===== config.mk =====
export PLATFORM = sky130hd
export DESIGN_NAME = sensor_calibration_sequencer_core
export DESIGN_NICKNAME = d
export VERILOG_FILES = /design/src/design/scl_pkg.sv /design/src/design/sensor_calibration_sequencer_core.sv /design/src/design/scl_lane.sv /design/src/design/scl_ratio.sv
export SDC_FILE = /design/constraint.sdc
export NUM_CORES = 1
export LEC_CHECK = 0
export BUFFER_PORTS_ARGS = -buffer_cell sky130_fd_sc_hd__clkbuf_2
export CORE_MARGIN = 2
export CORE_UTILIZATION = 60
export CTS_CLUSTER_SIZE = 30
export DETAILED_ROUTE_END_ITERATION = 8
export MAX_ROUTING_LAYER = met4
export PLACE_DENSITY = 0.87
export SLEW_MARGIN = 5
export SYNTH_ARGS = -nofsm -noshare
export SYNTH_HDL_FRONTEND = slang
export SYNTH_SLANG_ARGS = --single-unit
export TNS_END_PERCENT = 30

===== constraint.sdc =====
create_clock -name clk -period 26.2 [get_ports clk]
set_input_delay 6.55 -clock clk [delete_from_list [all_inputs] [get_ports clk]]
set_output_delay 6.55 -clock clk [all_outputs]
set_load 0.1 [all_outputs]

===== src/design/scl_pkg.sv =====
package scl_pkg;

  // Fixed widths of the stream fields.
  localparam int FIELD_W         = 12;
  localparam int DAC_W           = 12;
  localparam int REQ_W           = 2;
  localparam int PHASE_W         = 2;
  localparam int HINT_W          = 3;
  localparam int STATUS_W        = 2;
  localparam int IN_DATA_W       = 24;
  localparam int OUT_DATA_W      = 32;
  localparam int SAMPLE_BITS_DEF = 12;

  // DAC code limits and reset values of the target window.
  localparam logic [DAC_W-1:0]   DAC_MAX    = 12'd4095;
  localparam logic [DAC_W-1:0]   DAC_ZERO   = 12'd0;
  localparam logic [DAC_W-1:0]   DAC_START  = 12'd1861;
  localparam logic [FIELD_W-1:0] TLOW_RST   = 12'd3276;
  localparam logic [FIELD_W-1:0] THIGH_RST  = 12'd3549;

  // Percent tests scaled by 1/5: 95%, 100% and 105% become 19, 20 and 21.
  localparam int K_LO  = 19;
  localparam int K_MID = 20;
  localparam int K_HI  = 21;

  // Configuration register indexes.
  localparam logic CFG_TLOW  = 1'b0;
  localparam logic CFG_THIGH = 1'b1;

  // Request kinds.
  localparam logic [REQ_W-1:0] REQ_START  = 2'd0;
  localparam logic [REQ_W-1:0] REQ_SAMPLE = 2'd1;
  localparam logic [REQ_W-1:0] REQ_ABORT  = 2'd2;

  // Calibration phases.
  localparam logic [PHASE_W-1:0] PH_IDLE = 2'd0;
  localparam logic [PHASE_W-1:0] PH_BAL  = 2'd1;
  localparam logic [PHASE_W-1:0] PH_PEAK = 2'd2;
  localparam logic [PHASE_W-1:0] PH_DAC  = 2'd3;

  // Operator hints.
  localparam logic [HINT_W-1:0] HINT_NONE   = 3'd0;
  localparam logic [HINT_W-1:0] HINT_CW     = 3'd1;
  localparam logic [HINT_W-1:0] HINT_CCW    = 3'd2;
  localparam logic [HINT_W-1:0] HINT_LOWER  = 3'd3;
  localparam logic [HINT_W-1:0] HINT_HIGHER = 3'd4;
  localparam logic [HINT_W-1:0] HINT_MAX    = 3'd5;

  // Sequence status.
  localparam logic [STATUS_W-1:0] ST_RUN     = 2'd0;
  localparam logic [STATUS_W-1:0] ST_OK      = 2'd1;
  localparam logic [STATUS_W-1:0] ST_FAIL    = 2'd2;
  localparam logic [STATUS_W-1:0] ST_ABORTED = 2'd3;

  typedef struct packed {
    logic clr;
    logic upd;
  } lane_ctl_t;

  typedef struct packed {
    logic fall;
    logic near;
  } lane_stat_t;

  typedef struct packed {
    logic zero_b;
    logic in_range;
    logic above;
  } ratio_t;

endpackage


===== src/design/sensor_calibration_sequencer_core.sv =====
// A result transaction is registered and presented in the cycle after its input transaction is accepted.
// Throughput: one item per cycle; in_tready drops only while the output register
// holds a result that out_tready has not taken.
// Reset: synchronous on rst_n low; the phase returns to idle, peaks and the fall-off
// flag clear, the DAC code returns to 1861 and the target window to 3276..3549.
module sensor_calibration_sequencer_core #(
  parameter int SAMPLE_BITS = scl_pkg::SAMPLE_BITS_DEF
) (
  input  logic                             clk,
  input  logic                             rst_n,
  // Input stream.
  input  logic                             in_tvalid,
  output logic                             in_tready,
  input  logic [scl_pkg::IN_DATA_W-1:0]    in_tdata,  // sample_a[11:0], sample_b[23:12]
  input  logic [scl_pkg::REQ_W-1:0]        in_tuser,  // req_type[1:0]
  // Result stream.
  output logic                             out_tvalid,
  input  logic                             out_tready,
  // phase_now[1:0], hint[4:2], status[6:5], drive_code[18:7],
  // drive_enable[19], calibrated_value[31:20]
  output logic [scl_pkg::OUT_DATA_W-1:0]   out_tdata,
  // Configuration write port.
  input  logic                             cfg_we,
  input  logic                             cfg_addr,
  input  logic [scl_pkg::FIELD_W-1:0]      cfg_wdata
);

  // Samples are masked to SAMPLE_BITS; above the field width nothing is masked.
  localparam int SW = (SAMPLE_BITS < scl_pkg::FIELD_W) ? SAMPLE_BITS : scl_pkg::FIELD_W;

  logic                            in_accept;
  logic [SW-1:0]                   smp_a;
  logic [SW-1:0]                   smp_b;
  logic [scl_pkg::FIELD_W-1:0]     a_ext;
  logic [scl_pkg::REQ_W-1:0]       req;

  logic [scl_pkg::PHASE_W-1:0]     phase_r, phase_nxt;
  logic                            past_peak_r, past_peak_nxt;
  logic [scl_pkg::DAC_W-1:0]       dac_r, dac_nxt;
  logic [scl_pkg::FIELD_W-1:0]     tlow_r;
  logic [scl_pkg::FIELD_W-1:0]     thigh_r;
  logic                            out_valid_r, out_valid_nxt;
  logic [scl_pkg::OUT_DATA_W-1:0]  out_data_r, out_data_nxt;

  logic [scl_pkg::HINT_W-1:0]      hint;
  logic [scl_pkg::STATUS_W-1:0]    status;
  logic [scl_pkg::DAC_W-1:0]       calib;
  logic [scl_pkg::DAC_W-1:0]       drive_code;
  logic                            drive_en;
  logic                            abort_hit;

  scl_pkg::lane_ctl_t              lane_ctl;
  scl_pkg::lane_stat_t             stat_a, stat_b;
  scl_pkg::ratio_t                 ratio;

  // The output register parts the two sides: a new transaction is taken whenever
  // the register is empty or its result leaves in the same cycle.
  assign in_tready  = !out_valid_r || out_tready;
  assign in_accept  = in_tvalid && in_tready;
  assign out_tvalid = out_valid_r;
  assign out_tdata  = out_data_r;

  assign req   = in_tuser;
  assign smp_a = in_tdata[SW-1:0];
  assign smp_b = in_tdata[scl_pkg::FIELD_W +: SW];
  assign a_ext = scl_pkg::FIELD_W'(smp_a);

  // One lane per channel tracks its own peak and judges fall-off and nearness;
  // the sequencer below merges the two verdicts.
  scl_lane #(.SW(SW)) u_lane_a (
    .clk    (clk),
    .rst_n  (rst_n),
    .sample (smp_a),
    .ctl    (lane_ctl),
    .stat   (stat_a)
  );

  scl_lane #(.SW(SW)) u_lane_b (
    .clk    (clk),
    .rst_n  (rst_n),
    .sample (smp_b),
    .ctl    (lane_ctl),
    .stat   (stat_b)
  );

  scl_ratio #(.SW(SW)) u_ratio (
    .sample_a (smp_a),
    .sample_b (smp_b),
    .res      (ratio)
  );

  always_comb begin
    phase_nxt     = phase_r;
    past_peak_nxt = past_peak_r;
    dac_nxt       = dac_r;
    hint          = scl_pkg::HINT_NONE;
    status        = scl_pkg::ST_RUN;
    calib         = '0;
    abort_hit     = 1'b0;
    lane_ctl.clr  = 1'b0;
    lane_ctl.upd  = 1'b0;

    unique case (req)
      scl_pkg::REQ_START: begin
        // A start always restarts at balance with the peaks cleared.
        lane_ctl.clr  = in_accept;
        past_peak_nxt = 1'b0;
        phase_nxt     = scl_pkg::PH_BAL;
      end
      scl_pkg::REQ_ABORT: begin
        if (phase_r != scl_pkg::PH_IDLE) begin
          phase_nxt = scl_pkg::PH_IDLE;
          status    = scl_pkg::ST_ABORTED;
          abort_hit = 1'b1;
        end
      end
      scl_pkg::REQ_SAMPLE: begin
        unique case (phase_r)
          scl_pkg::PH_BAL: begin
            // A zero second sample cannot be balanced and is ignored.
            if (!ratio.zero_b) begin
              if (ratio.in_range) begin
                phase_nxt = scl_pkg::PH_PEAK;
              end else if (ratio.above) begin
                hint = scl_pkg::HINT_CW;
              end else begin
                hint = scl_pkg::HINT_CCW;
              end
            end
          end
          scl_pkg::PH_PEAK: begin
            lane_ctl.upd = in_accept;
            if (!past_peak_r) begin
              hint = scl_pkg::HINT_LOWER;
              if (stat_a.fall || stat_b.fall) begin
                past_peak_nxt = 1'b1;
              end
            end
            // The fall-off found by this very sample already counts.
            if (past_peak_nxt) begin
              hint = scl_pkg::HINT_HIGHER;
              if (stat_a.near && stat_b.near) begin
                hint      = scl_pkg::HINT_MAX;
                phase_nxt = scl_pkg::PH_DAC;
              end
            end
          end
          scl_pkg::PH_DAC: begin
            // A window whose low end lies above its high end is never met.
            if (a_ext >= tlow_r && a_ext <= thigh_r) begin
              status    = scl_pkg::ST_OK;
              calib     = dac_r;
              phase_nxt = scl_pkg::PH_IDLE;
            end else if (a_ext > thigh_r) begin
              if (dac_r == scl_pkg::DAC_MAX) begin
                status    = scl_pkg::ST_FAIL;
                phase_nxt = scl_pkg::PH_IDLE;
              end else begin
                dac_nxt = dac_r + scl_pkg::DAC_W'(1);
              end
            end else begin
              if (dac_r == scl_pkg::DAC_ZERO) begin
                status    = scl_pkg::ST_FAIL;
                phase_nxt = scl_pkg::PH_IDLE;
              end else begin
                dac_nxt = dac_r - scl_pkg::DAC_W'(1);
              end
            end
          end
          scl_pkg::PH_IDLE: begin
            // Samples while idle are ignored.
          end
        endcase
      end
      default: begin
        // The unused request code leaves all state alone.
      end
    endcase

    // The DAC is driven in every active phase; an abort parks it at full scale.
    drive_en = (phase_nxt != scl_pkg::PH_IDLE);
    if (drive_en) begin
      drive_code = dac_nxt;
    end else if (abort_hit) begin
      drive_code = scl_pkg::DAC_MAX;
    end else begin
      drive_code = '0;
    end

    out_data_nxt = {calib, drive_en, drive_code, status, hint, phase_nxt};
    out_valid_nxt = in_accept ? 1'b1 : (out_tready ? 1'b0 : out_valid_r);
  end

  always_ff @(posedge clk) begin
    if (!rst_n) begin
      phase_r     <= scl_pkg::PH_IDLE;
      past_peak_r <= 1'b0;
      dac_r       <= scl_pkg::DAC_START;
      out_valid_r <= 1'b0;
    end else begin
      out_valid_r <= out_valid_nxt;
      if (in_accept) begin
        phase_r     <= phase_nxt;
        past_peak_r <= past_peak_nxt;
        dac_r       <= dac_nxt;
      end
    end
  end

  // Configuration must only be written while the block is idle; the block itself does not enforce this.
  always_ff @(posedge clk) begin
    if (!rst_n) begin
      tlow_r  <= scl_pkg::TLOW_RST;
      thigh_r <= scl_pkg::THIGH_RST;
    end else if (cfg_we) begin
      unique case (cfg_addr)
        scl_pkg::CFG_TLOW:  tlow_r  <= cfg_wdata;
        scl_pkg::CFG_THIGH: thigh_r <= cfg_wdata;
      endcase
    end
  end

  always_ff @(posedge clk) begin
    if (in_accept) begin
      out_data_r <= out_data_nxt;
    end
  end

endmodule


===== src/design/scl_lane.sv =====
module scl_lane #(
  parameter int SW = scl_pkg::SAMPLE_BITS_DEF
) (
  input  logic                clk,
  input  logic                rst_n,
  input  logic [SW-1:0]       sample,
  input  scl_pkg::lane_ctl_t  ctl,
  output scl_pkg::lane_stat_t stat
);

  localparam int W = SW + 5;

  logic [SW-1:0] peak_r;
  logic [SW-1:0] peak_nxt;
  logic [SW-1:0] drop;
  logic [W-1:0]  pk_w;
  logic [W-1:0]  x20;
  logic [W-1:0]  x1_20;
  logic [W-1:0]  drop20;

  // The running maximum includes the current sample before any test.
  assign peak_nxt = (sample > peak_r) ? sample : peak_r;
  assign drop     = peak_nxt - sample;
  assign pk_w     = W'(peak_nxt);
  assign x20      = W'(sample) * W'(scl_pkg::K_MID);
  assign x1_20    = (W'(sample) + W'(1)) * W'(scl_pkg::K_MID);
  assign drop20   = W'(drop) * W'(scl_pkg::K_MID);

  // Floor divisions by 20 are folded into exact cross-multiplied compares.
  assign stat.fall = drop20 > pk_w;
  assign stat.near = (x20 > pk_w * W'(scl_pkg::K_LO)) &&
                     (x1_20 <= pk_w * W'(scl_pkg::K_HI));

  always_ff @(posedge clk) begin
    if (!rst_n) begin
      peak_r <= '0;
    end else if (ctl.clr) begin
      peak_r <= '0;
    end else if (ctl.upd) begin
      peak_r <= peak_nxt;
    end
  end

endmodule


===== src/design/scl_ratio.sv =====
module scl_ratio #(
  parameter int SW = scl_pkg::SAMPLE_BITS_DEF
) (
  input  logic [SW-1:0]   sample_a,
  input  logic [SW-1:0]   sample_b,
  output scl_pkg::ratio_t res
);

  localparam int W = SW + 5;

  logic [W-1:0] a20;
  logic [W-1:0] b19;
  logic [W-1:0] b21;

  assign a20 = W'(sample_a) * W'(scl_pkg::K_MID);
  assign b19 = W'(sample_b) * W'(scl_pkg::K_LO);
  assign b21 = W'(sample_b) * W'(scl_pkg::K_HI);

  assign res.zero_b   = (sample_b == '0);
  assign res.in_range = (a20 >= b19) && (a20 <= b21);
  assign res.above    = a20 > b21;

endmodule


==> reports/metrics.cfg <==
[status]
status = finished, final reports clean

[clocking]
cts-buffers-inserted = 9
post_cts.resized_instances = 0
cts_htree_levels = 3
clock_latency_at_the_later_pin_of_the_worst_skew_pair_ns = 0.36
post_cts.repair.setup_buffers = 0
clkTransAtPathRegs_ns = 0.07
cts_tree = built
cts_root_buf = sky130_fd_sc_hd__clkbuf_16
max-clock-path-buffers = 2
clock_sinks = 96
post_cts_hold_buffer_count = 0

[placed_design]
place.port_buffers = 77
finalWeightedCongestion = 0.974
place.detailed.hpwl_um = 41800
worst_slack_at_placement_ns = 10.95

[yosys]
ys.flop_type = sky130_fd_sc_hd__dfxtp_1
synth.ff_latch_count = 96
synth_enable_flop_cells = 32
post-synth-top-area-cell = sky130_fd_sc_hd__ha_1
async_flop_share_pct = 0
syn_inst = 2381
post_synth_instance_area_mm2 = 0.0194
synthDominantCellAreaShare_pct = 31.3
synth_fp_nets = 2970
synth.area.top_cells = sky130_fd_sc_hd__ha_1 (31%), sky130_fd_sc_hd__inv_1 (7.1%), sky130_fd_sc_hd__dfxtp_1 (6.6%), sky130_fd_sc_hd__fa_1 (6.3%), sky130_fd_sc_hd__xnor2_1 (5.1%)
synthesis.area_per_instance_um2 = 8.13
synth.distinct_cells = 90
yosys_warnings = 0
synth_sequential_area_ratio_pct = 11.6

[critical_path]
r2r_setup_slack_ns = 17.26
setup.worst_path.end_class = register
critical-path-slowest-cell = sky130_fd_sc_hd__nor2_1
critPathMostFrequentCell = sky130_fd_sc_hd__ha_1
worst_setup_path_start_kind = input pin
delay_of_the_slowest_critical_path_stage_ns = 0.93
reg2regPathDepth = 31
worst_ep_required_time_ns = 26.27
rr_startpoint = u_lane_a.peak_r[11]
critPathMaxFanout = 13
critPathArrivalTime_ns = 15.02
worstReg2RegEnd = out_tdata[14]
critical_path_class = input pin to register

[run]
maxCapViolCount = 0

[routing]
route.met2.wl_um = 23700
drt-total-wl_um = 50800
routed_length_on_met1_um = 22000
drt_iter0_drc = 939
vias = 17200
route.detailed.drc = 0
post_drt_via_cell_ratio = 6.07
met3RoutedLength_um = 2830
drt.antenna.violating_nets = 0
highest-signal-layer = met4
drt-pass1-iter-count = 7
post_drt_wl_per_cell_um = 17.9

[global_routing]
antenna_found_initial = 0
grt_pass1_vias = 17300
grt_pass1_wl_um = 83100
grt_overflow = 0
globalRouteTotalUtil_pct = 31.2
grt_start_max_net_pins = 49

[floorplan]
fp.dieH_um = 184
die_width_um = 184
core_area_mm2 = 0.0316
row_count = 65
area_enclosed_by_the_die_boundary_mm2 = 0.0337
io-pin-count = 78
start_util_pct = 61.2

[worst_hold_path]
worst_hold_path.num_cells = 2
hp-start = thigh_r[1]
hold_path_class = register to register
destination_of_the_worst_hold_path = thigh_r[1]

[timing]
maximum_clock_frequency_mhz = 66.9
period_share_pct = 57.1
rsz0062_at_grt = false
final_period_minus_worst_setup_slack_ns = 14.95
hold_violations = 0
setup_violations = 0
maxSlewHeadroom_pct = 18.8
worst-slew-pin-transition_ns = 1.21
layout_setup_ws_ns = 11.25
timing_max_transition_violations_final = 0
skew_ns = 0.0129
final.setup.tns_ns = 0

[pwr]
leakage_nw = 10.3
worst_ir_drop_on_vdd_v = 0.0000473
pwr_density_cell_mw_per_mm2 = 61.5
finalPower_w = 0.00125

[cells_and_area]
fillers = 2622
finish.net_count = 3019
final_util_pct = 64.5
diodes = 0
post_route_cells_drive_above_1_share_pct = 5.71
area_growth_pct = 5.41

## Yosys cell counts, drive strengths merged, types with 6 or more instances
master / number
ha: 484
inv: 366
nor2: 157
a21oi: 142
nand2: 134
o21ai: 117
xnor2: 112
dfxtp: 64
fa: 61
xor2: 56
a21o: 50
nor3: 49
nand3: 48
a211oi: 44
nand2b: 43
clkbuf: 37
o211ai: 35
edfxtp: 32
mux2i: 29
nand4: 29
nor2b: 27
and2: 24
a31oi: 22
o21a: 21
a21boi: 19
and3: 18
nor4: 12
buf: 11
o21bai: 10
or3: 10
or2: 9
a211o: 8
o31ai: 8
o31a: 7
or4: 7
a2111oi: 6
## critical path, delay by kind of cell
| family | cells | cell delay, ns |
|---|---|---|
| compound gates | 11 | 2.13 |
| simple gates | 8 | 2.55 |
| mux | 2 | 0.82 |
| fa+ha+maj | 6 | 2.01 |
| buf+inv | 5 | 0.91 |
## how the worst max path moves through the flow
stage	startpoint	endpoint	slack [ns]	depth (start not counted)
CTS	in_tdata[6]	out_tdata[17]	11.30	31
global placement	in_tdata[6]	out_tdata[11]	11.28	31
finish	in_tdata[0]	out_tdata[14]	11.25	32
global route	in_tdata[0]	out_tdata[17]	10.58	33
floorplan	out_tready	in_tready	12.32	1
detailed placement	in_tdata[0]	out_tdata[13]	10.95	32
## stage by stage
stage	std cells	area, um2	hold WS, ns
6_report	2837	20400	0.464
4_1_cts	2837	20400	0.462
3_5_place_dp	2821	20100	0.451
2_1_floorplan	2381	19400	0.436
3_3_place_gp	2821	20100	0.444
5_1_grt	2837	20400	0.489
## where the power goes
part	switching (W)	internal [W]	leakage, nW
sequential	0.00000553	0.000162	0.845
clock	0.0000626	0.0000713	0.151
combinational	0.000554	0.000398	9.33
## cell usage in the layout (no fill, tap or decap), types with 43 or more instances in the layout
master / n
sky130_fd_sc_hd__nand3_1: 48
sky130_fd_sc_hd__xor2_1: 56
sky130_fd_sc_hd__o21ai_0: 107
sky130_fd_sc_hd__a21oi_1: 140
sky130_fd_sc_hd__nor2_1: 157
sky130_fd_sc_hd__a21o_1: 50
sky130_fd_sc_hd__nand2_1: 134
sky130_fd_sc_hd__nor3_1: 46
sky130_fd_sc_hd__fa_1: 61
sky130_fd_sc_hd__dfxtp_1: 64
sky130_fd_sc_hd__xnor2_1: 112
sky130_fd_sc_hd__inv_1: 364
sky130_fd_sc_hd__ha_1: 484
sky130_fd_sc_hd__nand2b_1: 43
sky130_fd_sc_hd__clkbuf_2: 77
## final cells by class
| type | instances | area [um2] | area share [%] |
|---|---|---|---|
| Clock inverter | 6 | 45.0 | 0.221 |
| Clock buffer | 10 | 250 | 1.23 |
| Multi-Input combinational cell | 1868 | 15500 | 76.1 |
| Tap cell | 402 | 503 | 2.47 |
| Timing Repair Buffer | 86 | 453 | 2.22 |
| Inverter | 369 | 1390 | 6.79 |
| Sequential cell | 96 | 2240 | 11.0 |
## routing by layer
metal  track usage, %  vias up
met5                -        -
met4             12.9        0
met3             3.92      167
met2             52.7      552
met1             37.7     8059
li1                 -     8437
## state kept, by name, indices dropped and copies added, names as in the netlist
signal,flops
tlow_r,12
u_lane_a.peak_r,12
dac_r,12
out_tvalid,1
out_tdata,32
thigh_r,12
u_lane_b.peak_r,12
phase_r,2
past_peak_r,1
## kinds of logic (layout without fill, tap and decap cells)
group / Yosys count / in the layout / synth area share, %
DFF: 96 / 96 / 11.6
muxes: 33 / 33 / 1.73
xor gates and xnor gates: 168 / 168 / 7.60
AOI/OAI and AO/OA: 539 / 539 / 18.3
buffers and inverters: 417 / 471 / 8.24
and+or+nand+nor: 582 / 582 / 14.9
adders and majority gates: 546 / 546 / 37.7
Note: power is estimated with default switching activity, not from simulation.
